File: config.mk
export PLATFORM = sky130hd
export DESIGN_NAME = fmws_shape_mix
export DESIGN_NICKNAME = d
export VERILOG_FILES = /design/src/rtl/core/fmws_pkg.sv /design/src/rtl/core/fmws_shape_mix.sv
export SDC_FILE = /design/constraint.sdc
export NUM_CORES = 2
export LEC_CHECK = 0
export BUFFER_PORTS_ARGS = -buffer_cell sky130_fd_sc_hd__buf_2
export CAP_MARGIN = 20
export CELL_PAD_IN_SITES_DETAIL_PLACEMENT = 0
export CELL_PAD_IN_SITES_GLOBAL_PLACEMENT = 1
export CORE_MARGIN = 2
export CORE_UTILIZATION = 50
export CTS_BUF_LIST = sky130_fd_sc_hd__clkbuf_8
export CTS_CLUSTER_DIAMETER = 60
export DETAILED_ROUTE_END_ITERATION = 6
export MAX_ROUTING_LAYER = met4
export PLACE_DENSITY = 0.87
export SKIP_CTS_REPAIR_TIMING = 1
export SLEW_MARGIN = 40
export SYNTH_ARGS = -nofsm -noshare
export SYNTH_HDL_FRONTEND = slang
export SYNTH_SLANG_ARGS = --single-unit
File: constraint.sdc
create_clock -name i_clk -period 18.7 [get_ports i_clk]
set_input_delay 1.87 -clock i_clk [delete_from_list [all_inputs] [get_ports i_clk]]
set_output_delay 1.87 -clock i_clk [all_outputs]
set_load 0.005 [all_outputs]
File: src/rtl/core/fmws_pkg.sv
// Shared types, fixed-point constants and helpers for the FM operator waveform shaper.
package fmws_pkg;

    // Q1.30 amplitude: 1.0 = 2^30, held as a 31-bit magnitude
    localparam int unsigned Q_W = 31;
    typedef logic [Q_W-1:0] t_q;

    localparam t_q ONE_Q30 = 31'h4000_0000;
    // Quintic quarter-sine coefficients in Q30
    localparam t_q COEF_A  = 31'd1686629713;
    localparam t_q COEF_B  = 31'd688904866;
    localparam t_q COEF_C  = 31'd76016977;

    localparam logic [31:0] QUARTER_TURN = 32'h4000_0000;

    // Waveform selector codes
    localparam logic [3:0] SHAPE_SINE       = 4'd0;
    localparam logic [3:0] SHAPE_HALF       = 4'd1;
    localparam logic [3:0] SHAPE_ABS        = 4'd2;
    localparam logic [3:0] SHAPE_QUARTER    = 4'd3;
    localparam logic [3:0] SHAPE_DOUBLE     = 4'd4;
    localparam logic [3:0] SHAPE_DOUBLE_ABS = 4'd5;
    localparam logic [3:0] SHAPE_SQUARE     = 4'd6;
    localparam logic [3:0] SHAPE_HALF_COS   = 4'd7;
    localparam logic [3:0] SHAPE_ROUND_SQ   = 4'd8;
    localparam logic [3:0] SHAPE_LOG_SAW    = 4'd9;
    localparam logic [3:0] SHAPE_PLAIN      = 4'd10;

    // Control that travels with each sample down the pipeline
    typedef struct packed {
        logic [3:0] sel;
        logic       first_half;
        logic       first_quarter;
        logic       neg;
    } t_ctl;

    // Q30 product, truncated; both operands are non-negative and below 2^31
    function automatic t_q mul_q30(input t_q a, input t_q b);
        logic [2*Q_W-1:0] p;
        p = a * b;
        return p[Q_W+29:30];
    endfunction

endpackage

File: src/rtl/core/fmws_shape_mix.sv
// Shape stages: rounded-square fourth power and per-waveform sign/magnitude select.
module fmws_shape_mix (
    input  logic           i_clk,
    input  logic           i_rst_n,
    input  logic           i_valid,
    input  fmws_pkg::t_q   i_m,
    input  fmws_pkg::t_ctl i_ctl,
    output logic           o_valid,
    output fmws_pkg::t_q   o_mag,
    output logic           o_neg
);
    import fmws_pkg::*;

    logic [2:0] r_valid;
    t_q         r6_m, r6_d2;
    t_ctl       r6_ctl;
    t_q         r7_m, r7_d4;
    t_ctl       r7_ctl;
    t_q         r8_mag;
    logic       r8_neg;
    t_q         n_d;
    t_q         n_mag;
    logic       n_neg;

    assign n_d = ONE_Q30 - i_m;

    always_comb begin
        n_mag = r7_m;
        n_neg = r7_ctl.neg;
        case (r7_ctl.sel) inside
            SHAPE_HALF, SHAPE_DOUBLE: begin
                n_mag = r7_ctl.first_half ? r7_m : '0;
            end
            SHAPE_ABS: begin
                n_neg = 1'b0;
            end
            SHAPE_QUARTER: begin
                n_mag = r7_ctl.first_quarter ? r7_m : '0;
            end
            SHAPE_DOUBLE_ABS: begin
                n_mag = r7_ctl.first_half ? r7_m : '0;
                n_neg = 1'b0;
            end
            SHAPE_SQUARE: begin
                n_mag = ONE_Q30;
                n_neg = ~r7_ctl.first_half;
            end
            SHAPE_ROUND_SQ: begin
                n_mag = ONE_Q30 - r7_d4;
                n_neg = ~r7_ctl.first_half;
            end
            default: begin
                n_mag = r7_m;
                n_neg = r7_ctl.neg;
            end
        endcase
    end

    always_ff @(posedge i_clk) begin
        if (!i_rst_n) begin
            r_valid <= '0;
        end else begin
            r_valid <= {r_valid[1:0], i_valid};
        end
    end

    always_ff @(posedge i_clk) begin
        r6_m   <= i_m;
        r6_d2  <= mul_q30(n_d, n_d);
        r6_ctl <= i_ctl;
        r7_m   <= r6_m;
        r7_d4  <= mul_q30(r6_d2, r6_d2);
        r7_ctl <= r6_ctl;
        r8_mag <= n_mag;
        r8_neg <= n_neg;
    end

    assign o_valid = r_valid[2];
    assign o_mag   = r8_mag;
    assign o_neg   = r8_neg;

endmodule

==> results.cfg <==
[outcome]
status = finished clean

[clocking]
clkSinkCount = 173
clk_pin_slew_ps = 120
clk_latency_ps = 590
clk_path_buf_depth = 2
cts_max_level = 4
cts_tree = yes
cts_buffers = 17
root_buffer = clkbuf_8

[critical_path]
crit_path_max_incr_delay_ps = 640
critical_path_peak_fanout = 17
crit_type = primary input to flip-flop
crit_slowest_cell = o31ai_1
worstSetupEndpointType = flip-flop
required_ps = 19220
reg2reg_slack_ps = 8900
r2r-start = r6_d2[6]
arrival_ps = 13100
reg2reg_depth = 26
r2r_end = r7_d4[29]
start_kind = primary input

[min_path]
hold_path_class = flip-flop to flip-flop
hold_path_end = r7_ctl[6]
holdCritStartpoint = r6_ctl[6]
hold-path-cell-count = 0

[detailed_routing]
wl_met3_um = 12740
vias = 39397
m1WireLength_um = 63560
drc_errors = 0
highest_layer = met4
wl_met2_um = 74580
avgViaCountPerCell = 5.204
postRouteAntennaNets = 0
wire_per_inst_um = 20.88
drtPass1Iterations = 5
drtIter0Drc = 2675
wirelength_um = 158100

[synthesis]
synth_warnings = 0
yosysSeqAreaShare = 0.06042
async_reset_ff_frac = 0
synth_top_area_share = 0.5221
ys_types = 80
synth_top_cell_by_area = fa_1
synth_area_um2 = 57320
synthFlopType = dfxtp_1
syn_avg_cell_area_um2 = 9.483
synth_edf_count = 0
ys_top_cells_by_count = 1,907 x inv_1, 1,495 x fa_1, 524 x nand2_1, 512 x ha_1, 316 x nor2_1
ys_ff_latch = 173
synthCells = 6045
syn_nets = 8093
synth.area.top_cells = fa_1 52%, inv_1 12%, ha_1 11%
post-synth-top-count-cell = inv_1

[final_layout]
drive_gt1_frac = 0.04280
syn_to_final_growth_pct = 4.723
multi_input_area_um2 = 46040
fillers = 10430
nets = 8087
ff_latch_area_um2 = 3472
final_cell_area_um2 = 60030

[grt]
grt_overflow = 0
antenna_found_initial = 6
grtUsageTotal = 0.2939
grt_max_degree = 34
grt_pass1_vias = 43734
grt_pass1_wl_um = 250500

[timing]
slew_headroom = 0.4019
fmax_mhz = 79.45
final-setup-viol-count = 0
tightest_slew_ps = 894.2
finClkSkew_ps = 24.27
post-route-min-period_ps = 12590
finalCritPeriodShare = 0.6731
tns_ps = 0
slew_viol_final = 0
final-hold-violation-count = 0
rsz0062_at_grt = no

[place]
io_buffers = 73
gp_congestion = 0.9714
postPlaceCellArea_um2 = 59600
dpl.hpwl_um = 129500

[die]
row_count = 124
coreArea_um2 = 114000
die_area_um2 = 117400
start_util = 0.5027
die_w_um = 342.6
io_pins = 74
die_h_um = 342.6

[flow_run]
maxCapViolCount = 0
flip-flops by register name, indices dropped and copies added (netlist names):
| register | cells |
|---|---|
| o_mag | 31 |
| r_valid | 3 |
| r7_ctl | 7 |
| r6_d2 | 31 |
| r7_m | 31 |
| r7_d4 | 31 |
| r6_m | 31 |
| o_neg | 1 |
| r6_ctl | 7 |
kinds of logic after synthesis:
| group | count (synthesis) | synth area share |
|---|---|---|
| AO/OA/AOI/OAI | 356 | 0.04145 |
| XOR/XNOR | 152 | 0.02375 |
| adder cells (fa/ha/maj) | 2007 | 0.6339 |
| buffers and inverters | 2097 | 0.1381 |
| flip-flops | 173 | 0.06042 |
| multiplexers | 5 | 0.0009167 |
| other | 1 | 0.00006542 |
| AND/OR/NAND/NOR | 1254 | 0.1014 |
area by class of cell:
class,count,share of cell area
antenna,7,0.0002918
clock buffer,18,0.004127
clock inverter,14,0.002793
inverter,1918,0.1199
multi-input combinational,3775,0.7670
sequential,173,0.05784
tap,1512,0.03151
timing repair buffer,154,0.01655
stage by stage:
stage            util  std cells  setup WS [ps]  hold slack, ps
2_1_floorplan       -       6045           7220           309.6
3_3_place_gp   0.5223       7531           5657           309.9
3_5_place_dp   0.5226       7532           5630           312.1
4_1_cts        0.5263       7564           6254           325.7
5_1_grt        0.5264       7570           5642           328.9
6_report       0.5264       7571           6114           323.4
cell usage in the layout (no fill, tap or decap), drive strengths merged, types with 5 or more instances in the layout:
cell / instances
ha: 512
and2: 205
a221oi: 5
clkbuf: 18
a2111oi: 5
a32o: 6
a21o: 58
fa: 1495
or4: 10
nor3b: 8
nor4: 13
a31oi: 11
and3: 9
or3: 17
nand2b: 26
xnor2: 96
a21oi: 106
inv: 1919
o21bai: 16
clkinv: 12
xor2: 56
dfxtp: 173
nand2: 525
o31ai: 7
a211oi: 10
o21ai: 55
nand3: 25
a22o: 23
o21a: 13
nor3: 35
nand4: 24
buf: 154
nor2b: 18
o211ai: 6
or2: 10
diode: 7
nor2: 316
worst max-delay path, delay by kind of cell:
family	cells	cell delay (ps)
fa+ha+maj	10	4840
simple gates	13	3770
xor+xnor	1	150
compound gates	2	890
buf+inv	11	1530
layer usage:
metal  vias up  track usage
met5         -            -
li1      17379            -
met3       306      0.04998
met2      1447       0.4648
met4         0       0.1153
met1     20265       0.3788
worst max-delay path by stage:
| stage | slack (ps) | from | cells after the start | to |
|---|---|---|---|---|
| after floorplan | 7220 | i_m[0] | 38 | r6_d2[24] |
| after global placement | 5660 | i_m[0] | 37 | r6_d2[24] |
| after detailed placement | 5630 | i_m[0] | 37 | r6_d2[24] |
| after CTS | 6250 | i_m[0] | 37 | r6_d2[24] |
| after global routing | 5640 | i_m[0] | 37 | r6_d2[27] |
| final | 6110 | i_m[0] | 37 | r6_d2[24] |
Power is left out: the tool's default activity adds up to more than one toggle a clock period on the data nets, which glitch-free logic cannot reach.
