[src/rtl/core/fmws_pkg.sv]
// Shared types, fixed-point constants and helpers for the FM operator waveform shaper.
package fmws_pkg;

    // Q1.30 amplitude: 1.0 = 2^30, held as a 31-bit magnitude
    localparam int unsigned Q_W = 31;
    typedef logic [Q_W-1:0] t_q;

    localparam t_q ONE_Q30 = 31'h4000_0000;
    // Quintic quarter-sine coefficients in Q30
    localparam t_q COEF_A  = 31'd1686629713;
    localparam t_q COEF_B  = 31'd688904866;
    localparam t_q COEF_C  = 31'd76016977;

    localparam logic [31:0] QUARTER_TURN = 32'h4000_0000;

    // Waveform selector codes
    localparam logic [3:0] SHAPE_SINE       = 4'd0;
    localparam logic [3:0] SHAPE_HALF       = 4'd1;
    localparam logic [3:0] SHAPE_ABS        = 4'd2;
    localparam logic [3:0] SHAPE_QUARTER    = 4'd3;
    localparam logic [3:0] SHAPE_DOUBLE     = 4'd4;
    localparam logic [3:0] SHAPE_DOUBLE_ABS = 4'd5;
    localparam logic [3:0] SHAPE_SQUARE     = 4'd6;
    localparam logic [3:0] SHAPE_HALF_COS   = 4'd7;
    localparam logic [3:0] SHAPE_ROUND_SQ   = 4'd8;
    localparam logic [3:0] SHAPE_LOG_SAW    = 4'd9;
    localparam logic [3:0] SHAPE_PLAIN      = 4'd10;

    // Control that travels with each sample down the pipeline
    typedef struct packed {
        logic [3:0] sel;
        logic       first_half;
        logic       first_quarter;
        logic       neg;
    } t_ctl;

    // Q30 product, truncated; both operands are non-negative and below 2^31
    function automatic t_q mul_q30(input t_q a, input t_q b);
        logic [2*Q_W-1:0] p;
        p = a * b;
        return p[Q_W+29:30];
    endfunction

endpackage

[src/rtl/core/fmws_out_round.sv]
// Output stage: round half away from zero, saturate and apply sign.
module fmws_out_round #(
    parameter int SAMPLE_BITS = 16
) (
    input  logic                          i_clk,
    input  logic                          i_rst_n,
    input  logic                          i_valid,
    input  fmws_pkg::t_q                  i_mag,
    input  logic                          i_neg,
    output logic                          o_valid,
    output logic signed [SAMPLE_BITS-1:0] o_sample
);
    import fmws_pkg::*;

    localparam int          SH   = 31 - SAMPLE_BITS;
    localparam logic [31:0] RND  = 32'd1 << (SH - 1);
    localparam logic [SAMPLE_BITS:0] FULL = {2'b00, {(SAMPLE_BITS-1){1'b1}}};

    logic [31:0]            sum;
    logic [SAMPLE_BITS:0]   rmag;
    logic [SAMPLE_BITS-1:0] sat;
    logic [SAMPLE_BITS-1:0] n_sample;
    logic                   r_valid;
    logic [SAMPLE_BITS-1:0] r_sample;

    always_comb begin
        sum      = {1'b0, i_mag} + RND;
        rmag     = sum[31:SH];
        sat      = (rmag > FULL) ? FULL[SAMPLE_BITS-1:0] : rmag[SAMPLE_BITS-1:0];
        n_sample = i_neg ? (~sat + 1'b1) : sat;
    end

    always_ff @(posedge i_clk) begin
        if (!i_rst_n) begin
            r_valid <= 1'b0;
        end else begin
            r_valid <= i_valid;
        end
    end

    always_ff @(posedge i_clk) begin
        r_sample <= n_sample;
    end

    assign o_valid  = r_valid;
    assign o_sample = r_sample;

endmodule

[config.mk]
export PLATFORM = sky130hd
export DESIGN_NAME = fmws_out_round
export DESIGN_NICKNAME = d
export VERILOG_FILES = /design/src/rtl/core/fmws_pkg.sv /design/src/rtl/core/fmws_out_round.sv
export SDC_FILE = /design/constraint.sdc
export NUM_CORES = 1
export LEC_CHECK = 0
export CORE_UTILIZATION = 65
export CTS_CLUSTER_DIAMETER = 50
export CTS_CLUSTER_SIZE = 8
export DETAILED_ROUTE_END_ITERATION = 10
export DONT_BUFFER_PORTS = 1
export GPL_ROUTABILITY_DRIVEN = 0
export PLACE_DENSITY = 0.89
export SYNTH_ARGS = -nofsm -noshare
export SYNTH_HDL_FRONTEND = slang
export SYNTH_SLANG_ARGS = --single-unit
[constraint.sdc]
create_clock -name i_clk -period 5.9 [get_ports i_clk]
set_input_delay 0.295 -clock i_clk [delete_from_list [all_inputs] [get_ports i_clk]]
set_output_delay 0.295 -clock i_clk [all_outputs]
set_load 0.02 [all_outputs]
==> results.cfg, run 1 <==
[job]
maxCapViolations = 0

[die]
ioPinCount = 52
die_h_um = 48.2
start_util_pct = 69.9
rows = 16
die_w_um = 48.2
core_area_mm2 = 0.00198
die_area_mm2 = 0.00232

[setup_path]
endpoint_kind = flip-flop
critPathKind = primary input to flip-flop
crit_arrival_ns = 3.67
cp-start-kind = primary input
cp_max_fo = 8
required_ns = 6.09

[pwr]
powerDensity_mw_per_mm2 = 178
power_leakage_nw = 0.501
ir_drop_mv = 0.121

[worst_hold_path]
min_path_type = primary input to flip-flop

[global_route]
grt_pass1_vias = 1011
grt_use_total_pct = 26.3
grt_overflow = 0
grt_pass1_wl_um = 4310
grt_max_degree = 29
grt_antenna_before_repair = 0

[cts]
cts_buffers = 3
cts-root-buf = clkbuf_4
cts.sinks = 17
cts_setup_buffers = 0
cts_resized = 0
clk_pin_slew_ns = 0.09
clockBufferDepth = 2
ctsHoldBuffers = 0
htree_levels = 1
cts_tree = built

[logic_synthesis]
netlist_instances = 174
avgSynthCellArea_um2 = 7.97
syn_nets = 211
yosys.area.top_type = dfxtp_1
synth_compound_area_share_pct = 21.3
ys_types = 50
yosysSeqAreaShare_pct = 24.5
netlist_area_mm2 = 0.00139
synth_top_family_by_area = simple AND/OR/NAND/NOR gates
synthTopCellsByArea = dfxtp_1 25%, xnor2_1 5.7%, nor2_1 4.1%, xor2_1 3.8%, nand2_1 3.5%
synth_edf_count = 0
yosys.area_share.adder_pct = 1.81
ys.flop_type = dfxtp_1
ys_ff_latch = 17
synth_top_area_share_pct = 24.5
synthXorXnorAreaFrac_pct = 9.48
synth-async-reset-ratio_pct = 0
ys_warn_count = 0
synth-simple-area-share_pct = 33.9
synth_mux_area_share_pct = 4.78

[run_status]
status = finished clean

[timing]
relSlewSlack_pct = 43.7
hold_viol_final = 0
rsz0062_at_grt = no
fin_crit_sh_pct = 59.0
slew_violations = 0
setup_viol = 0
fmax_mhz = 287
worst_slew_pin_slew_ns = 0.837
period_needed_ns = 3.48
setup_tns_ns = 0
holdWs_ns = 0.0839

[place]
dp_hpwl_um = 2300
io_buffers = 0

[routing]
drc = 0
via_count = 1292
first_pass_iters = 5
viasPerCell = 6.63
ant_nets = 0
wirelength_um = 2910
drt-initial-drc-count = 39
wire_per_inst_um = 14.9

[final_layout]
n_fill_cell = 162
layout-drive-gt1-share_pct = 8.33
nNetsFinal = 206
diodes = 0
area_growth_pct = 1.08
[per-layer routing]
metal | wire [µm] | GRT usage, % | vias up
met3 | 176 | 3.33 | 5
met4 | 42 | 8.33 | 0
met2 | 1370 | 41.3 | 51
li1 | - | - | 634
met1 | 1310 | 37.0 | 602
met5 | 0 | 0 | -
[power by group]
group	switching (mW)	total, mW	internal (mW)
combinational	0.0253	0.0465	0.0212
clock	0.0345	0.0597	0.0252
sequential	0.0173	0.143	0.126
total	0.0771	0.249	0.172
[path summary, 6_finish.rpt]
check | cells past startpoint | slack (ns) | startpoint | to
min | 1 | 0.08 | i_neg | o_sample[7]
max | 12 | 2.42 | i_mag[14] | o_sample[12]
[stage by stage]
stage	util, %	setup slack (ns)	instances	cell area, µm²	total power [mW]
6_report	70.7	2.42	195	1400	0.249
4_1_cts	70.7	2.51	195	1400	0.251
3_5_place_dp	69.3	2.20	191	1370	0.192
5_1_grt	70.7	2.23	195	1400	0.261
3_3_place_gp	69.3	2.32	191	1370	0.189
2_1_floorplan	-	2.75	174	1390	0.190
[cells by family after synthesis]
kind of cell             count (synthesis)
XOR/XNOR                                15
AND/OR/NAND/NOR                         83
adder cells (fa/ha/maj)                  2
AO/OA/AOI/OAI                           38
multiplexers                             6
flip-flops                              17
buffers and inverters                   13
[synthesized netlist by cell type, types with 2 or more instances]
library cell,n
nor2_1,15
nand2_1,13
inv_1,3
a21boi_0,3
o21ai_0,9
a21oi_1,5
dfxtp_1,17
and3_1,5
a211o_1,2
nand4_1,3
and4_1,3
nor2b_1,2
nor3b_1,3
or2_2,2
nand3_1,8
clkbuf_1,4
ha_1,2
xor2_1,6
nor3_1,8
nor4_1,6
or3_1,2
xnor2_1,9
buf_2,4
a32oi_1,5
and2_1,2
nand2b_1,5
a21o_1,2
mux2i_1,4
[state kept, by name, summed over array words and instances, names as in the netlist]
| name | count |
|---|---|
| o_valid | 1 |
| o_sample | 16 |
[worst max-delay path, stage by stage]
cell       delay (ns)
ha_1             0.30
nand4_4          0.17
nor4_1           0.49
and4_1           0.33
nor2_1           0.14
nor2_1           0.20
ha_1             0.21
or3b_1           0.35
a21boi_0         0.41
o2111ai_1        0.33
a211o_1          0.31
o211a_1          0.13
[area by class of cell]
cell class,count,area (µm²),share of cell area [%]
Clock buffer,3,22.5,1.61
Clock inverter,1,5.00,0.357
Inverter,3,11.3,0.804
Multi-Input combinational cell,144,988,70.5
Sequential cell,17,340,24.3
Tap cell,27,33.8,2.41
[cells in the final DEF, fill, tap and decap left out, types with 4 or more instances in the layout]
master	count
mux2i_1	4
nor3_1	8
xor2_1	6
nand2b_1	5
a21oi_1	5
and3_1	5
nor2_1	15
o21ai_0	9
nand2_1	13
a32oi_1	5
nand3_1	8
nor4_1	6
xnor2_1	9
dfxtp_1	17
Note: power is estimated with default switching activity, not from simulation.
==> inputs of run 2 (changes only) <==
- CORE_UTILIZATION: 65 -> 62
- PLACE_DENSITY: 0.89 -> 0.86
- clock period: 5.9 -> 3.36 ns (I/O delays scaled with it)
==> run 2 against run 1 <==
Net effect: clock power is 76% higher; combinational power grew 88%; critical path depth stayed put; sequential share of layout area fell by 0.84 points; count of clock-buffer cells in the layout unchanged; routed wire length grew 6.2%; worst hold slack worse by 0.084 ns; critical endpoint is now o_sample[14]; via count is 2.1% higher.
==> results.cfg, run 2 (synthesis gave the netlist of run 1 again) <==
[run_status]
status = finished clean

[die]
rows = 16
die_area_mm2 = 0.00243
die_h_um = 49.3
die_w_um = 49.3
ioPinCount = 52
core_area_mm2 = 0.00202
start_util_pct = 68.6

[final_layout]
final_cells = 201
layout-drive-gt1-share_pct = 10.3
nNetsFinal = 212
n_fill_cell = 182
diodes = 0
largest_reg_flops = 16
post-route-cell-area_mm2 = 0.00145
layout_commonest_cell = dfxtp_1
area_growth_pct = 4.69
final_cell_mix = 17 x dfxtp_1, 15 x nor2_1, 13 x nand2_1

[setup_path]
crit_family = simple AND/OR/NAND/NOR gates
cp_num_cells = 12
cp-endpoint = o_sample[14]
cp_max_fo = 5
cp-start-kind = primary input
slowest_delay_ns = 0.44
required_ns = 3.59
cp-startpoint = i_mag[14]
critPathKind = primary input to flip-flop
crit_buf_inv = 0
endpoint_kind = flip-flop
crit_chain = ha_1 > nand4_4 > nor4_1 > and4_1 > nor2_1 > nor2_1 > ha_1 > or3b_1 > a21boi_0 > o2111ai_1 > o41ai_2 > xnor2_1
crit_arrival_ns = 3.08
crit_path_top_delay_cell = nor4_1

[timing]
worst_slew_pin_slew_ns = 0.808
fmax_mhz = 351
fin_crit_sh_pct = 84.8
hold_viol_final = 0
rsz0062_at_grt = no
period_needed_ns = 2.85
slew_violations = 0
setup_ws_ns = 0.509
setup_viol = 0
setup_tns_ns = 0
relSlewSlack_pct = 45.7

[global_route]
grt_use_total_pct = 27.8
grt_max_degree = 23
grt_overflow = 0
grt_antenna_before_repair = 0
grt_pass1_wl_um = 5290
grt_pass1_vias = 1232

[cts]
cts_setup_buffers = 0
cts_buffers = 3
clk_pin_slew_ns = 0.09
cts_resized = 0
ctsHoldBuffers = 2
cts.sinks = 17
cts_tree = built
cts-root-buf = clkbuf_4
htree_levels = 1
clockBufferDepth = 2

[routing]
wirelength_um = 3090
first_pass_iters = 4
viasPerCell = 6.56
drc = 0
ant_nets = 0
wire_per_inst_um = 15.4
via_count = 1319
drt-initial-drc-count = 66

[place]
dp.cells = 195
io_buffers = 0
dp_hpwl_um = 2440
place_area_mm2 = 0.00140
pre_cts_slack_ns = 0.227

[pwr]
p_total_mw = 0.444
power_leakage_nw = 0.529
powerDensity_mw_per_mm2 = 306
ir_drop_mv = 0.229

[worst_hold_path]
min_path_type = primary input to flip-flop

[job]
maxCapViolations = 0
[run 2: changes by cell type in the layout (fill, tap and decap cells not counted)]
cell,delta
buf_4,+4
dlygate4sd3_1,+2
[run 2: layer usage]
| layer | part of all wire [%] | up-vias | GRT usage, % | routed length [µm] |
|---|---|---|---|---|
| met4 | 1.4 | 0 | 11.3 | 42 |
| met3 | 9.9 | 6 | 4.98 | 306 |
| li1 | - | 650 | - | - |
| met2 | 44 | 76 | 45.7 | 1350 |
| met5 | 0 | - | 0 | 0 |
| met1 | 45 | 587 | 35.5 | 1390 |
[run 2: cell type report]
cell class	count	area, µm²	share of cell area (%)
Clock inverter	1	5.00	0.345
Timing Repair Buffer	6	50.0	3.45
Inverter	3	11.3	0.776
Multi-Input combinational cell	144	988	68.1
Tap cell	27	33.8	2.33
Sequential cell	17	340	23.4
Clock buffer	3	22.5	1.55
[run 2: worst min-delay path by stage]
stage	startpoint	to	slack (ns)	cells after the start
6_report	i_rst_n	o_valid	0.0003	1
2_1_floorplan	i_valid	o_valid	0.29	1
5_1_grt	i_rst_n	o_valid	0.003	1
3_3_place_gp	i_neg	o_sample[6]	0.27	1
4_1_cts	i_rst_n	o_valid	0.002	1
3_5_place_dp	i_neg	o_sample[6]	0.26	1
[run 2: where the power goes]
group / internal [mW] / switching (mW)
registers: 0.221 / 0.0309
logic: 0.0405 / 0.0469
clock network: 0.0444 / 0.0603
total: 0.306 / 0.138
[run 2: per-stage QoR]
| stage | util [%] | hold WS (ns) |
|---|---|---|
| 2_1_floorplan | - | 0.290 |
| 3_3_place_gp | 69.4 | 0.267 |
| 3_5_place_dp | 69.4 | 0.263 |
| 4_1_cts | 71.8 | 0.00194 |
| 5_1_grt | 71.8 | 0.00342 |
| 6_report | 71.8 | 0.000265 |
==> inputs of run 3 (changes only) <==
- clock period: 3.36 -> 2.8 ns (I/O delays scaled with it)
==> run 3 against run 2 <==
Net effect: worst hold slack improved by 0.041 ns; sequential share of layout area decreased by 0.74 points; power grew 20%; flip-flop and latch count is the same; core utilization increased by 2.4 points; combinational power rose by 27%; count of clock-buffer cells in the layout up 1; design area up 3.3%; sequential power grew 20%; largest cell class unchanged; highest routed layer unchanged.
==> results.cfg, run 3 (synthesis gave the netlist of run 1 again) <==
[run_status]
status = finished clean

[final_layout]
fin_util_pct = 74.1
diodes = 0
nNetsFinal = 217
layout-drive-gt1-share_pct = 12.8
area_growth_pct = 8.12
final_cell_mix = 17 x dfxtp_1, 15 x nor2_1, 13 x nand2_1
layout_commonest_cell = dfxtp_1
largest_reg_flops = 16

[routing]
drc = 0
first_pass_iters = 4
wirelength_um = 3270
met2_length_um = 1490
ant_nets = 0
wire_per_inst_um = 15.9
met1_length_um = 1410
viasPerCell = 6.63
wl_met3_um = 301
drt-initial-drc-count = 63
top_layer = met4
via_count = 1366

[setup_path]
required_ns = 3.02
endpoint_kind = flip-flop
cp-start-kind = primary input
cp_max_fo = 5
critPathKind = primary input to flip-flop
crit_arrival_ns = 2.84

[cts]
cts_tree = built
cts_buffers = 3
cts.sinks = 17
htree_levels = 1
cts_setup_buffers = 0
ctsHoldBuffers = 3
clockBufferDepth = 2
cts-root-buf = clkbuf_4
clk_pin_slew_ns = 0.08
cts_resized = 0

[die]
die_h_um = 49.3
die_area_mm2 = 0.00243
ioPinCount = 52
die_w_um = 49.3
core_area_mm2 = 0.00202
rows = 16
start_util_pct = 68.6

[global_route]
grt_pass1_wl_um = 5180
grt_antenna_before_repair = 0
grt_pass1_vias = 1239
grt_max_degree = 21
grt_overflow = 0
grt_use_total_pct = 27.4

[place]
io_buffers = 0
dp_hpwl_um = 2540

[timing]
rsz0062_at_grt = no
slew_violations = 0
hold_viol_final = 0
period_needed_ns = 2.62
fmax_mhz = 381
fin_crit_sh_pct = 93.7
relSlewSlack_pct = 62.0
setup_viol = 0
holdWs_ns = 0.0410
worst_slew_pin_slew_ns = 0.566

[worst_hold_path]
min_path_type = primary input to flip-flop

[pwr]
power_leakage_nw = 0.551
powerDensity_mw_per_mm2 = 356
ir_drop_mv = 0.291

[job]
maxCapViolations = 0
run 3: cell types whose count changed in the layout (fill, tap and decap cells not counted), sizes merged:
cell and change:
dlygate4sd3 +1, buf +4, clkinv -1, clkbuf +1
run 3: worst paths after layout:
path | start | to | slack [ns] | depth (start not counted)
worst max-delay path | i_mag[14] | o_sample[14] | 0.18 | 12
worst min-delay path | i_neg | o_sample[7] | 0.04 | 2
run 3: routing by layer:
layer / global-route usage, % / vias up
met5: 0 / -
met4: 14.2 / 0
met3: 3.43 / 10
met2: 45.7 / 81
met1: 34.2 / 616
li1: - / 659
run 3: report_power, final:
group / internal (mW) / switching, mW / total (mW) / leakage (nW)
logic: 0.0517 / 0.0588 / 0.111 / 0.393
clock network: 0.0553 / 0.0657 / 0.121 / 0.0150
registers: 0.265 / 0.0373 / 0.303 / 0.143
run 3: worst max-delay path, cell delays in order:
cell and delay [ns]:
ha_2 0.18, nand4_4 0.11, nor4_2 0.32, and4_1 0.29, nor2_1 0.11, nor2_1 0.17
ha_1 0.22, or3b_1 0.36, a21boi_1 0.18, o2111ai_1 0.25, o41ai_2 0.35, xnor2_1 0.15
run 3: through the flow:
step	instances	setup TNS [ns]	instance area, µm²	setup WS (ns)	total power, mW
floorplan	174	0	1400	0.0268	0.402
global placement	199	-0.00567	1440	-0.00567	0.405
finish	206	0	1500	0.178	0.534
detailed placement	199	-0.151	1440	-0.0565	0.412
global route	206	0	1500	0.0420	0.558
CTS	206	0	1500	0.222	0.537
run 3: final cells by class:
| cell class | count | area [µm²] |
|---|---|---|
| tap | 27 | 33.8 |
| sequential | 17 | 340 |
| clock buffer | 4 | 26.3 |
| inverter | 3 | 11.3 |
| multi-input combinational | 144 | 997 |
| timing repair buffer | 11 | 90.1 |
| fill | 152 | 523 |
