<file path="src/rtl/core/fmws_pkg.sv">
// Shared types, fixed-point constants and helpers for the FM operator waveform shaper.
package fmws_pkg;

    // Q1.30 amplitude: 1.0 = 2^30, held as a 31-bit magnitude
    localparam int unsigned Q_W = 31;
    typedef logic [Q_W-1:0] t_q;

    localparam t_q ONE_Q30 = 31'h4000_0000;
    // Quintic quarter-sine coefficients in Q30
    localparam t_q COEF_A  = 31'd1686629713;
    localparam t_q COEF_B  = 31'd688904866;
    localparam t_q COEF_C  = 31'd76016977;

    localparam logic [31:0] QUARTER_TURN = 32'h4000_0000;

    // Waveform selector codes
    localparam logic [3:0] SHAPE_SINE       = 4'd0;
    localparam logic [3:0] SHAPE_HALF       = 4'd1;
    localparam logic [3:0] SHAPE_ABS        = 4'd2;
    localparam logic [3:0] SHAPE_QUARTER    = 4'd3;
    localparam logic [3:0] SHAPE_DOUBLE     = 4'd4;
    localparam logic [3:0] SHAPE_DOUBLE_ABS = 4'd5;
    localparam logic [3:0] SHAPE_SQUARE     = 4'd6;
    localparam logic [3:0] SHAPE_HALF_COS   = 4'd7;
    localparam logic [3:0] SHAPE_ROUND_SQ   = 4'd8;
    localparam logic [3:0] SHAPE_LOG_SAW    = 4'd9;
    localparam logic [3:0] SHAPE_PLAIN      = 4'd10;

    // Control that travels with each sample down the pipeline
    typedef struct packed {
        logic [3:0] sel;
        logic       first_half;
        logic       first_quarter;
        logic       neg;
    } t_ctl;

    // Q30 product, truncated; both operands are non-negative and below 2^31
    function automatic t_q mul_q30(input t_q a, input t_q b);
        logic [2*Q_W-1:0] p;
        p = a * b;
        return p[Q_W+29:30];
    endfunction

endpackage

</file>
<file path="src/rtl/core/fmws_phase_map.sv">
// Input stage: maps phase and selector to a quarter-wave argument and control.
module fmws_phase_map #(
    parameter int PHASE_BITS = 12
) (
    input  logic                  i_clk,
    input  logic                  i_rst_n,
    input  logic                  i_valid,
    input  logic [PHASE_BITS-1:0] i_phase,
    input  logic [3:0]            i_shape,
    output logic                  o_valid,
    output fmws_pkg::t_q          o_x,
    output fmws_pkg::t_ctl        o_ctl
);
    import fmws_pkg::*;

    logic [31:0] turn;
    logic [31:0] arg;
    logic [3:0]  sel;
    t_q          half_turn;
    t_q          x_raw;
    t_q          x_sine;
    t_q          x_saw;
    logic        saw_neg;
    t_q          n_x;
    t_ctl        n_ctl;
    logic        r_valid;
    t_q          r_x;
    t_ctl        r_ctl;

    always_comb begin
        turn = {i_phase, {(32-PHASE_BITS){1'b0}}};
        sel  = (i_shape > SHAPE_PLAIN) ? SHAPE_PLAIN : i_shape;

        case (sel) inside
            SHAPE_DOUBLE, SHAPE_DOUBLE_ABS: arg = {turn[30:0], 1'b0};
            SHAPE_HALF_COS:                 arg = {1'b0, turn[31:1]} + QUARTER_TURN;
            default:                        arg = turn;
        endcase

        // fold into the first quadrant
        x_raw  = {1'b0, arg[29:0]};
        x_sine = arg[30] ? (ONE_Q30 - x_raw) : x_raw;

        // log saw base: 1 - 2x as sign and magnitude
        half_turn = turn[31:1];
        saw_neg   = half_turn > ONE_Q30;
        x_saw     = saw_neg ? (half_turn - ONE_Q30) : (ONE_Q30 - half_turn);

        n_x               = (sel == SHAPE_LOG_SAW) ? x_saw : x_sine;
        n_ctl.sel         = sel;
        n_ctl.first_half  = ~turn[31];
        n_ctl.first_quarter = (turn[31:30] == 2'b00);
        n_ctl.neg         = (sel == SHAPE_LOG_SAW) ? saw_neg : arg[31];
    end

    always_ff @(posedge i_clk) begin
        if (!i_rst_n) begin
            r_valid <= 1'b0;
        end else begin
            r_valid <= i_valid;
        end
    end

    always_ff @(posedge i_clk) begin
        r_x   <= n_x;
        r_ctl <= n_ctl;
    end

    assign o_valid = r_valid;
    assign o_x     = r_x;
    assign o_ctl   = r_ctl;

endmodule

</file>
<file path="config.mk">
export PLATFORM = sky130hd
export DESIGN_NAME = fmws_phase_map
export DESIGN_NICKNAME = d
export VERILOG_FILES = /design/src/rtl/core/fmws_pkg.sv /design/src/rtl/core/fmws_phase_map.sv
export SDC_FILE = /design/constraint.sdc
export NUM_CORES = 1
export LEC_CHECK = 0
export BUFFER_PORTS_ARGS = -buffer_cell sky130_fd_sc_hd__buf_2
export CAP_MARGIN = 20
export CORE_MARGIN = 2
export CORE_UTILIZATION = 51
export DETAILED_ROUTE_END_ITERATION = 8
export GPL_TIMING_DRIVEN = 0
export HOLD_SLACK_MARGIN = 0.03
export PLACE_DENSITY = 0.8
export SLEW_MARGIN = 0
export SYNTH_ARGS = -nofsm -noshare
export SYNTH_HDL_FRONTEND = slang
export SYNTH_SLANG_ARGS = --single-unit
</file>
<file path="constraint.sdc">
create_clock -name i_clk -period 2.2 [get_ports i_clk]
set_input_delay 0.11 -clock i_clk [delete_from_list [all_inputs] [get_ports i_clk]]
set_output_delay 0.11 -clock i_clk [all_outputs]
set_load 0.005 [all_outputs]
</file>
==> impl_metrics.ini, run 1 <==
[timing]
rsz0062_at_grt = false
slew_viol_final = 0
fin_crit_sh_pct = 92.22
hold_viol_final = 0
min_period_ps = 2029
holdWs_ps = 97.42
max_slew_margin_pct = 45.36
worst_pin_slew_ps = 814.1
setup_viol = 0
fmax_ghz = 0.4929

[job]
max-cap-violations = 0

[power]
clkPwrFrac_pct = 28.1
irDropWorstVdd_mv = 0.2439
p_per_area_nw_per_um2 = 503.4
combPwrFrac_pct = 33.9
p_int_w = 0.0007552
cellLeakagePower_nw = 1.014
p_sw_w = 0.0003338
seqPwrFrac_pct = 38.0
switching_share_pct = 30.65

[setup_path]
cp_max_fo = 10
cp-endpoint = o_x[29]
path_class = input port to flip-flop
cp_cell_sequence = buf_2, buf_4, or3b_1, buf_6, a31oi_1, ha_1, inv_1, a2111oi_4, and4_1, a211oi_1, o2bb2ai_1
startpoint_type = input port
startpoint = i_shape[2]
cp.required_ps = 2390
cpMaxStageDelayCell = or3b_1
critPathArrivalTime_ps = 2220
cp-end-kind = flip-flop
slowest_delay_ps = 370

[route]
drt-met1-wl_um = 1965
first_pass_iters = 4
met2_length_um = 2369
routed.top_layer = met4
vias_per_cell = 5.573
drcViolationCount = 0
initialDrtViolationCount = 181
wl_met3_um = 362
finalWirelength_um = 4820
postRouteAntennaNets = 0
num_vias = 1906
wl_per_cell_um = 14.09

[global_route]
grt_first_pass_wirelength_um = 7921
grt.total_usage_pct = 24.53
grt_remaining_overflow = 0
grt_antenna_before_repair = 0
grt_max_degree = 13
grt_pass1_vias = 1746

[layout]
area_growth_pct = 20.82
nNetsFinal = 318
n_antenna_cell = 0
drive_above_1_share_pct = 24.32
fin_area_um2 = 2163

[cts]
cts_made_buffers = 3
cts_tree = done
htreeDepth = 1
cts_root_buf = clkbuf_4
max-clock-path-buffers = 2
cts.clk_slew.worst_paths_ps = 130
numClockSinks = 20

[floorplanning]
ios = 58
die_area_um2 = 4001
initial_core_util_pct = 53.24
core_um2 = 3363
placementRows = 21
die_y_um = 63.25
die_x_um = 63.25

[synth]
synth-edff-count = 0
ys_top_cells_by_area = dfxtp_1 22%, buf_4 8.4%, a21oi_1 5.6%, nor2_1 5.5%, xor2_1 4.9%
syn_area_per_cell_um2 = 7.523
yosysWarningCount = 0
synthFlopType = dfxtp_1
synthCells = 238
ys_seq_elements = 20
synth_top_area_share_pct = 22.36
ys_seq_area_share_pct = 22.36
synthArstFlopShare_pct = 0
ys_types = 52
syn_area_um2 = 1790
synth_area_leader_cell = dfxtp_1

[placement]
place.gp.congestion = 0.9127
dpl_cell_area_um2 = 2076
dp_hpwl_um = 3576
io_buffer_count = 32

[outcome]
status = completed

[hold_path]
hold_class = input port to flip-flop
[per-stage QoR]
| stage | util (%) | total power [W] | setup slack, ps | setup TNS (ps) | std cells |
|---|---|---|---|---|---|
| 2_1_floorplan | - | 0.0006756 | 225.0 | 0 | 256 |
| 3_3_place_gp | 61.72 | 0.0007744 | -162.0 | -355.4 | 334 |
| 3_5_place_dp | 61.72 | 0.0007815 | -151.2 | -341.6 | 334 |
| 4_1_cts | 63.88 | 0.001092 | 146.1 | 0 | 340 |
| 5_1_grt | 64.32 | 0.001162 | 61.94 | 0 | 342 |
| 6_report | 64.32 | 0.001089 | 171.1 | 0 | 342 |
[sequential cells by signal (all words and copies together), names as in the netlist]
signal / count
o_valid: 1
o_x: 12
o_ctl: 7
[layout make-up]
class / instances / area (um2)
Sequential cell: 20 / 400.4
Tap cell: 46 / 57.56
Multi-Input combinational cell: 188 / 1186
Clock buffer: 3 / 22.52
Fill cell: 315 / 1200
Buffer: 40 / 241.5
Clock inverter: 1 / 30.03
Inverter: 8 / 30.03
Timing Repair Buffer: 36 / 195.2
[how the worst min path moves through the flow]
stage,from,cells after the start,endpoint
after detailed placement,i_valid,2,o_valid
after global routing,i_shape[1],3,o_ctl[4]
final,i_shape[1],3,o_ctl[4]
after global placement,i_valid,2,o_valid
after floorplan,i_valid,1,o_valid
after CTS,i_shape[1],3,o_ctl[4]
[per-layer routing]
layer	vias up	GRT usage, %
li1	923	-
met1	859	29.89
met2	109	43.75
met3	15	3.214
met4	0	9.239
met5	-	0
[synth_stat cells, types with 4 or more instances]
cell type and instances:
xnor2_1 6, nor2_1 26, mux2i_1 7, buf_2 7, a21oi_1 20, nand2_1 12
a31oi_1 6, nand4b_1 4, o21ai_1 5, o21ai_0 10, inv_1 7, nand3_1 7
nand2b_1 4, buf_4 20, o22ai_1 5, clkbuf_1 12, xor2_1 10, dfxtp_1 20
[cell families after synthesis]
group                    after synthesis  share of synthesized area (%)
AND/OR/NAND/NOR                       74                          21.94
AO/OA/AOI/OAI                         70                          27.19
buffers and inverters                 48                          15.16
flip-flops                            20                          22.36
XOR/XNOR                              16                          7.826
multiplexers                           7                          3.914
adder cells (fa/ha/maj)                2                          1.397
other                                  1                         0.2094
[worst max-delay path, delay by kind of cell]
kind	cells	cell delay (ps)
buffers and inverters	4	470
and+or+nand+nor	2	640
adders and majority gates	1	200
AOI/OAI and AO/OA	4	800
[cells in the final DEF, fill, tap and decap left out, drive strengths merged, types with 3 or more instances in the layout]
master,Yosys,layout
xnor2,6,6
o31ai,3,3
clkbuf,12,15
a31oi,6,6
xor2,10,10
o221ai,3,3
o21ai,15,15
nor2,26,26
or3,3,3
o22ai,5,5
nor3,3,3
inv,8,8
nand2,12,12
nand4b,4,4
conb,1,19
buf,28,62
nand3,7,7
nand2b,4,4
dfxtp,20,20
mux2i,7,7
a21oi,20,20
[power groups by stage]
stage / clock network (W) / logic, W / registers, W
2_1_floorplan: 0 / 0.000244 / 0.000432
3_3_place_gp: 0 / 0.000353 / 0.000422
3_5_place_dp: 0 / 0.000357 / 0.000424
4_1_cts: 0.000314 / 0.000362 / 0.000416
5_1_grt: 0.000334 / 0.000409 / 0.000419
6_report: 0.000306 / 0.000369 / 0.000414
[timing repair]
action,4_1_cts,5_1_grt
buffers inserted,0,2
resized for setup,0,0
hold endpoints to repair,1,0
endpoints found under the setup margin,0,2
hold buffers,2,0
Power figures use the tool's default switching activity.
==> run 2, diff against run 1 <==
--- a/config.mk
+++ b/config.mk
@@ -8,11 +8,12 @@
 export BUFFER_PORTS_ARGS = -buffer_cell sky130_fd_sc_hd__buf_2
 export CAP_MARGIN = 20
 export CORE_MARGIN = 2
-export CORE_UTILIZATION = 51
+export CORE_UTILIZATION = 53
+export CTS_BUF_LIST = sky130_fd_sc_hd__clkbuf_2
 export DETAILED_ROUTE_END_ITERATION = 8
 export GPL_TIMING_DRIVEN = 0
 export HOLD_SLACK_MARGIN = 0.03
-export PLACE_DENSITY = 0.8
+export PLACE_DENSITY = 0.83
 export SLEW_MARGIN = 0
 export SYNTH_ARGS = -nofsm -noshare
 export SYNTH_HDL_FRONTEND = slang
==> run 2 against run 1 <==
  * Routed wire length grew 3.6%
  * Clock-buffer cell count is the same
  * Worst setup slack gained 14 ps
  * Highest routed layer unchanged
==> impl_metrics.ini, run 2 (same netlist as run 1, synthesis figures left out) <==
[timing]
min_period_ps = 2015
max_slew_margin_pct = 44.84
holdWs_ps = 53.55
hold_viol_final = 0
setup_tns_ps = 0
fin_crit_sh_pct = 91.59
slew_viol_final = 0
setup_ws_ps = 184.9
fmax_ghz = 0.4963
setup_viol = 0
worst_pin_slew_ps = 822.0
rsz0062_at_grt = false

[placement]
place.gp.congestion = 0.9631
dp.cells = 334
pre_cts_ws_ps = -245.4
dp_hpwl_um = 3648
io_buffer_count = 32

[cts]
max-clock-path-buffers = 2
cts_made_buffers = 3
cts_tree = done
cts_root_buf = clkbuf_2
numClockSinks = 20
htreeDepth = 1
cts.clk_slew.worst_paths_ps = 210

[layout]
fill_cells = 300
drive_above_1_share_pct = 24.07
n_antenna_cell = 0
layout.cells.non_filler = 341
largest_register_ffs = 12
multi_input_area_um2 = 1186
final_cell_mix = 39 x buf_2, 26 x nor2_1, 22 x buf_4
nNetsFinal = 318
utilization_pct = 64.72
seq_area_um2 = 400.4
area_growth_pct = 18.73
layout_commonest_cell = buf_2

[global_route]
grt_pass1_vias = 1672
grt_first_pass_wirelength_um = 7748
grt_max_degree = 11
grt_antenna_before_repair = 0
grt_remaining_overflow = 0
grt.total_usage_pct = 25.22

[job]
max-cap-violations = 0

[floorplanning]
ios = 58
die_x_um = 62.12
die_area_um2 = 3859
die_y_um = 62.12
core_um2 = 3284
initial_core_util_pct = 54.51
placementRows = 21

[setup_path]
startpoint_type = input port
path_class = input port to flip-flop
cp.required_ps = 2430
cp-end-kind = flip-flop
cp_max_fo = 10
startpoint = i_shape[2]
critPathArrivalTime_ps = 2240
cp-endpoint = o_x[29]

[route]
initialDrtViolationCount = 121
num_vias = 1903
postRouteAntennaNets = 0
vias_per_cell = 5.581
finalWirelength_um = 4995
first_pass_iters = 4
wl_per_cell_um = 14.65
drcViolationCount = 0

[power]
irDropWorstVdd_mv = 0.1614
cellLeakagePower_nw = 0.9984
p_per_area_nw_per_um2 = 443.3

[outcome]
status = completed

[hold_path]
hold_class = input port to flip-flop
run 2: critical path: stages:
cell,delay (ps)
buf_2,90
buf_4,150
or3b_1,370
buf_6,150
a31oi_1,230
ha_1,220
inv_1,80
a2111oi_4,370
and4_1,260
a211oi_1,70
o2bb2ai_1,130
run 2: final cells by class:
class                      count  share of cell area [%]
tap                           46                   2.707
multi-input combinational    188                   55.80
inverter                       8                   1.413
clock buffer                   3                  0.7063
buffer                        40                   11.36
sequential                    20                   18.83
timing repair buffer          36                   9.182
run 2: worst min path at each step:
stage	from	depth (start not counted)	endpoint	slack, ps
global route	i_shape[1]	3	o_ctl[4]	80
global placement	i_valid	2	o_valid	310
floorplan	i_valid	1	o_valid	230
detailed placement	i_valid	2	o_valid	310
CTS	i_shape[1]	3	o_ctl[4]	70
finish	i_shape[1]	3	o_ctl[4]	50
run 2: through the flow:
| step | power, W | instance area (um2) |
|---|---|---|
| 2_1_floorplan | 0.0006756 | 1858 |
| 3_3_place_gp | 0.0007790 | 2076 |
| 3_5_place_dp | 0.0007824 | 2076 |
| 4_1_cts | 0.0009351 | 2111 |
| 5_1_grt | 0.0009950 | 2126 |
| 6_report | 0.0009424 | 2126 |
run 2: metal layers:
layer  part of all wire, %  up-vias  global-route usage, %
met5                     0        -                      0
met4                   3.2        0                  13.89
met3                   7.6       17                  2.717
met2                    46       99                  42.12
met1                    43      865                  31.83
li1                      -      922                      -
run 2: repair_timing:
| item | in CTS | in global routing |
|---|---|---|
| setup buffers | 0 | 2 |
| endpoints found under the hold margin | 1 | 0 |
| hold buffers | 2 | 0 |
| gates resized for setup | 0 | 0 |
| endpoints found under the setup margin | 0 | 2 |
run 2: power breakdown:
| part | total (W) | switching (W) | internal [W] |
|---|---|---|---|
| combinational | 0.000371 | 0.000205 | 0.000166 |
| clock | 0.000156 | 0.000119 | 0.0000371 |
| sequential | 0.000415 | 0.00000898 | 0.000406 |
| total | 0.000942 | 0.000334 | 0.000609 |
==> run 3, diff against run 2 <==
--- a/config.mk
+++ b/config.mk
@@ -11,7 +11,6 @@
 export CORE_UTILIZATION = 53
 export CTS_BUF_LIST = sky130_fd_sc_hd__clkbuf_2
 export DETAILED_ROUTE_END_ITERATION = 8
-export GPL_TIMING_DRIVEN = 0
 export HOLD_SLACK_MARGIN = 0.03
 export PLACE_DENSITY = 0.83
 export SLEW_MARGIN = 0
==> run 3 against run 2 <==
  * Routed wire length down 13%
  * Die area unchanged
  * Clock power up 80%
  * Fmax up 18%
  * Via count down 3.3%
  * Design area down 4.4%
  * Critical endpoint is now o_x[20]
==> impl_metrics.ini, run 3 (same netlist as run 1, synthesis figures left out) <==
[placement]
io_buffer_count = 38
dp_hpwl_um = 3218
place.gp.congestion = 1.020

[timing]
rsz0062_at_grt = false
setup_viol = 0
slew_viol_final = 0
fin_crit_sh_pct = 77.73
hold_viol_final = 0
min_period_ps = 1710
setup_tns_ps = 0
max_slew_margin_pct = 47.44
worst_pin_slew_ps = 783.1
fmax_ghz = 0.5848

[outcome]
status = completed

[route]
drcViolationCount = 0
first_pass_iters = 5
postRouteAntennaNets = 0
num_vias = 1840
wl_per_cell_um = 13.69
finalWirelength_um = 4366
initialDrtViolationCount = 232
vias_per_cell = 5.768

[layout]
final_cell_mix = 38 x buf_2, 26 x nor2_1, 20 x a21oi_1, 20 x dfxtp_1, 19 x conb_1
drive_above_1_share_pct = 21.61
n_antenna_cell = 0
utilization_pct = 61.87
layout_commonest_cell = buf_2
area_growth_pct = 13.49
nNetsFinal = 295
largest_register_ffs = 12

[global_route]
grt_antenna_before_repair = 0
gr-usage-met1_pct = 31.95
grt_util_met2_pct = 34.10
grt.total_usage_pct = 22.66
met3_usage_pct = 3.261
grt_remaining_overflow = 0
grt_max_degree = 20
busiest_layer = met2
grt_first_pass_wirelength_um = 7258
grt_pass1_vias = 1536

[floorplanning]
die_area_um2 = 3859
placementRows = 21
die_y_um = 62.12
die_x_um = 62.12
ios = 58
initial_core_util_pct = 54.51
core_um2 = 3284

[setup_path]
cpMaxStageDelayCell = dlygate4sd3_1
cp-end-kind = flip-flop
startpoint = i_phase[10]
startpoint_type = input port
critPathArrivalTime_ps = 1980
timing.critical_path.buf_inv = 3
cp.required_ps = 2470
path_class = input port to flip-flop
path_depth = 8
cp_max_fo = 10
cp_cell_sequence = dlygate4sd3_1, buf_2, or4_1, o21ai_1, buf_4, mux2i_1, nor2_1, a21o_1
cpLargestDelayFamily = buffers and inverters
slowest_delay_ps = 540
cp-endpoint = o_x[20]

[power]
p_per_area_nw_per_um2 = 511.0
irDropWorstVdd_mv = 0.2990
cellLeakagePower_nw = 0.9321

[cts]
cts_tree = done
cts_made_buffers = 3
htreeDepth = 1
cts_root_buf = clkbuf_2
cts-resized-gates = 0
cts.clk_slew.worst_paths_ps = 210
numClockSinks = 20
max-clock-path-buffers = 2

[hold_path]
hold_class = input port to flip-flop

[job]
max-cap-violations = 0
-- run 3: report_power, final --
group | total (W) | internal, W | leakage, nW | switching, W
logic | 0.000343 | 0.000149 | 0.738 | 0.000195
clock network | 0.000281 | 0.000157 | 0.0266 | 0.000124
registers | 0.000414 | 0.000406 | 0.168 | 0.00000837
total | 0.00104 | 0.000712 | 0.932 | 0.000327
-- run 3: layer usage --
metal | vias up | wire length [um]
li1 | 877 | -
met1 | 820 | 1835
met2 | 130 | 1979
met3 | 13 | 466
met4 | 0 | 84
met5 | - | 0
-- run 3: worst min path at each step --
stage | startpoint | cells past startpoint | endpoint
finish | i_phase[11] | 2 | o_ctl[1]
global route | i_phase[11] | 2 | o_ctl[1]
CTS | i_phase[11] | 2 | o_ctl[1]
detailed placement | i_valid | 2 | o_valid
global placement | i_valid | 2 | o_valid
floorplan | i_valid | 1 | o_valid
-- run 3: metrics by stage --
step	cell area (um2)	hold slack (ps)	cells	worst slack (ps)	power, W
floorplan	1858	231.7	256	225.0	0.0006756
global placement	1947	312.2	311	180.0	0.0007504
detailed placement	1947	314.2	311	132.7	0.0007558
CTS	2032	59.31	319	511.9	0.001037
global route	2032	53.10	319	352.5	0.001097
finish	2032	59.58	319	489.9	0.001038
-- run 3: layout make-up --
| type | instances | area (um2) |
|---|---|---|
| Clock buffer | 3 | 15.01 |
| Inverter | 8 | 30.03 |
| Fill cell | 302 | 1252 |
| Timing Repair Buffer | 53 | 312.8 |
| Multi-Input combinational cell | 188 | 1186 |
| Tap cell | 46 | 57.56 |
| Clock inverter | 1 | 30.03 |
| Sequential cell | 20 | 400.4 |
-- run 3: timing repair --
item                       in CTS  in global routing
setup endpoints to repair       0                  0
buffers inserted                0                  0
hold buffers                    4                  0
hold endpoints to repair        3                  0
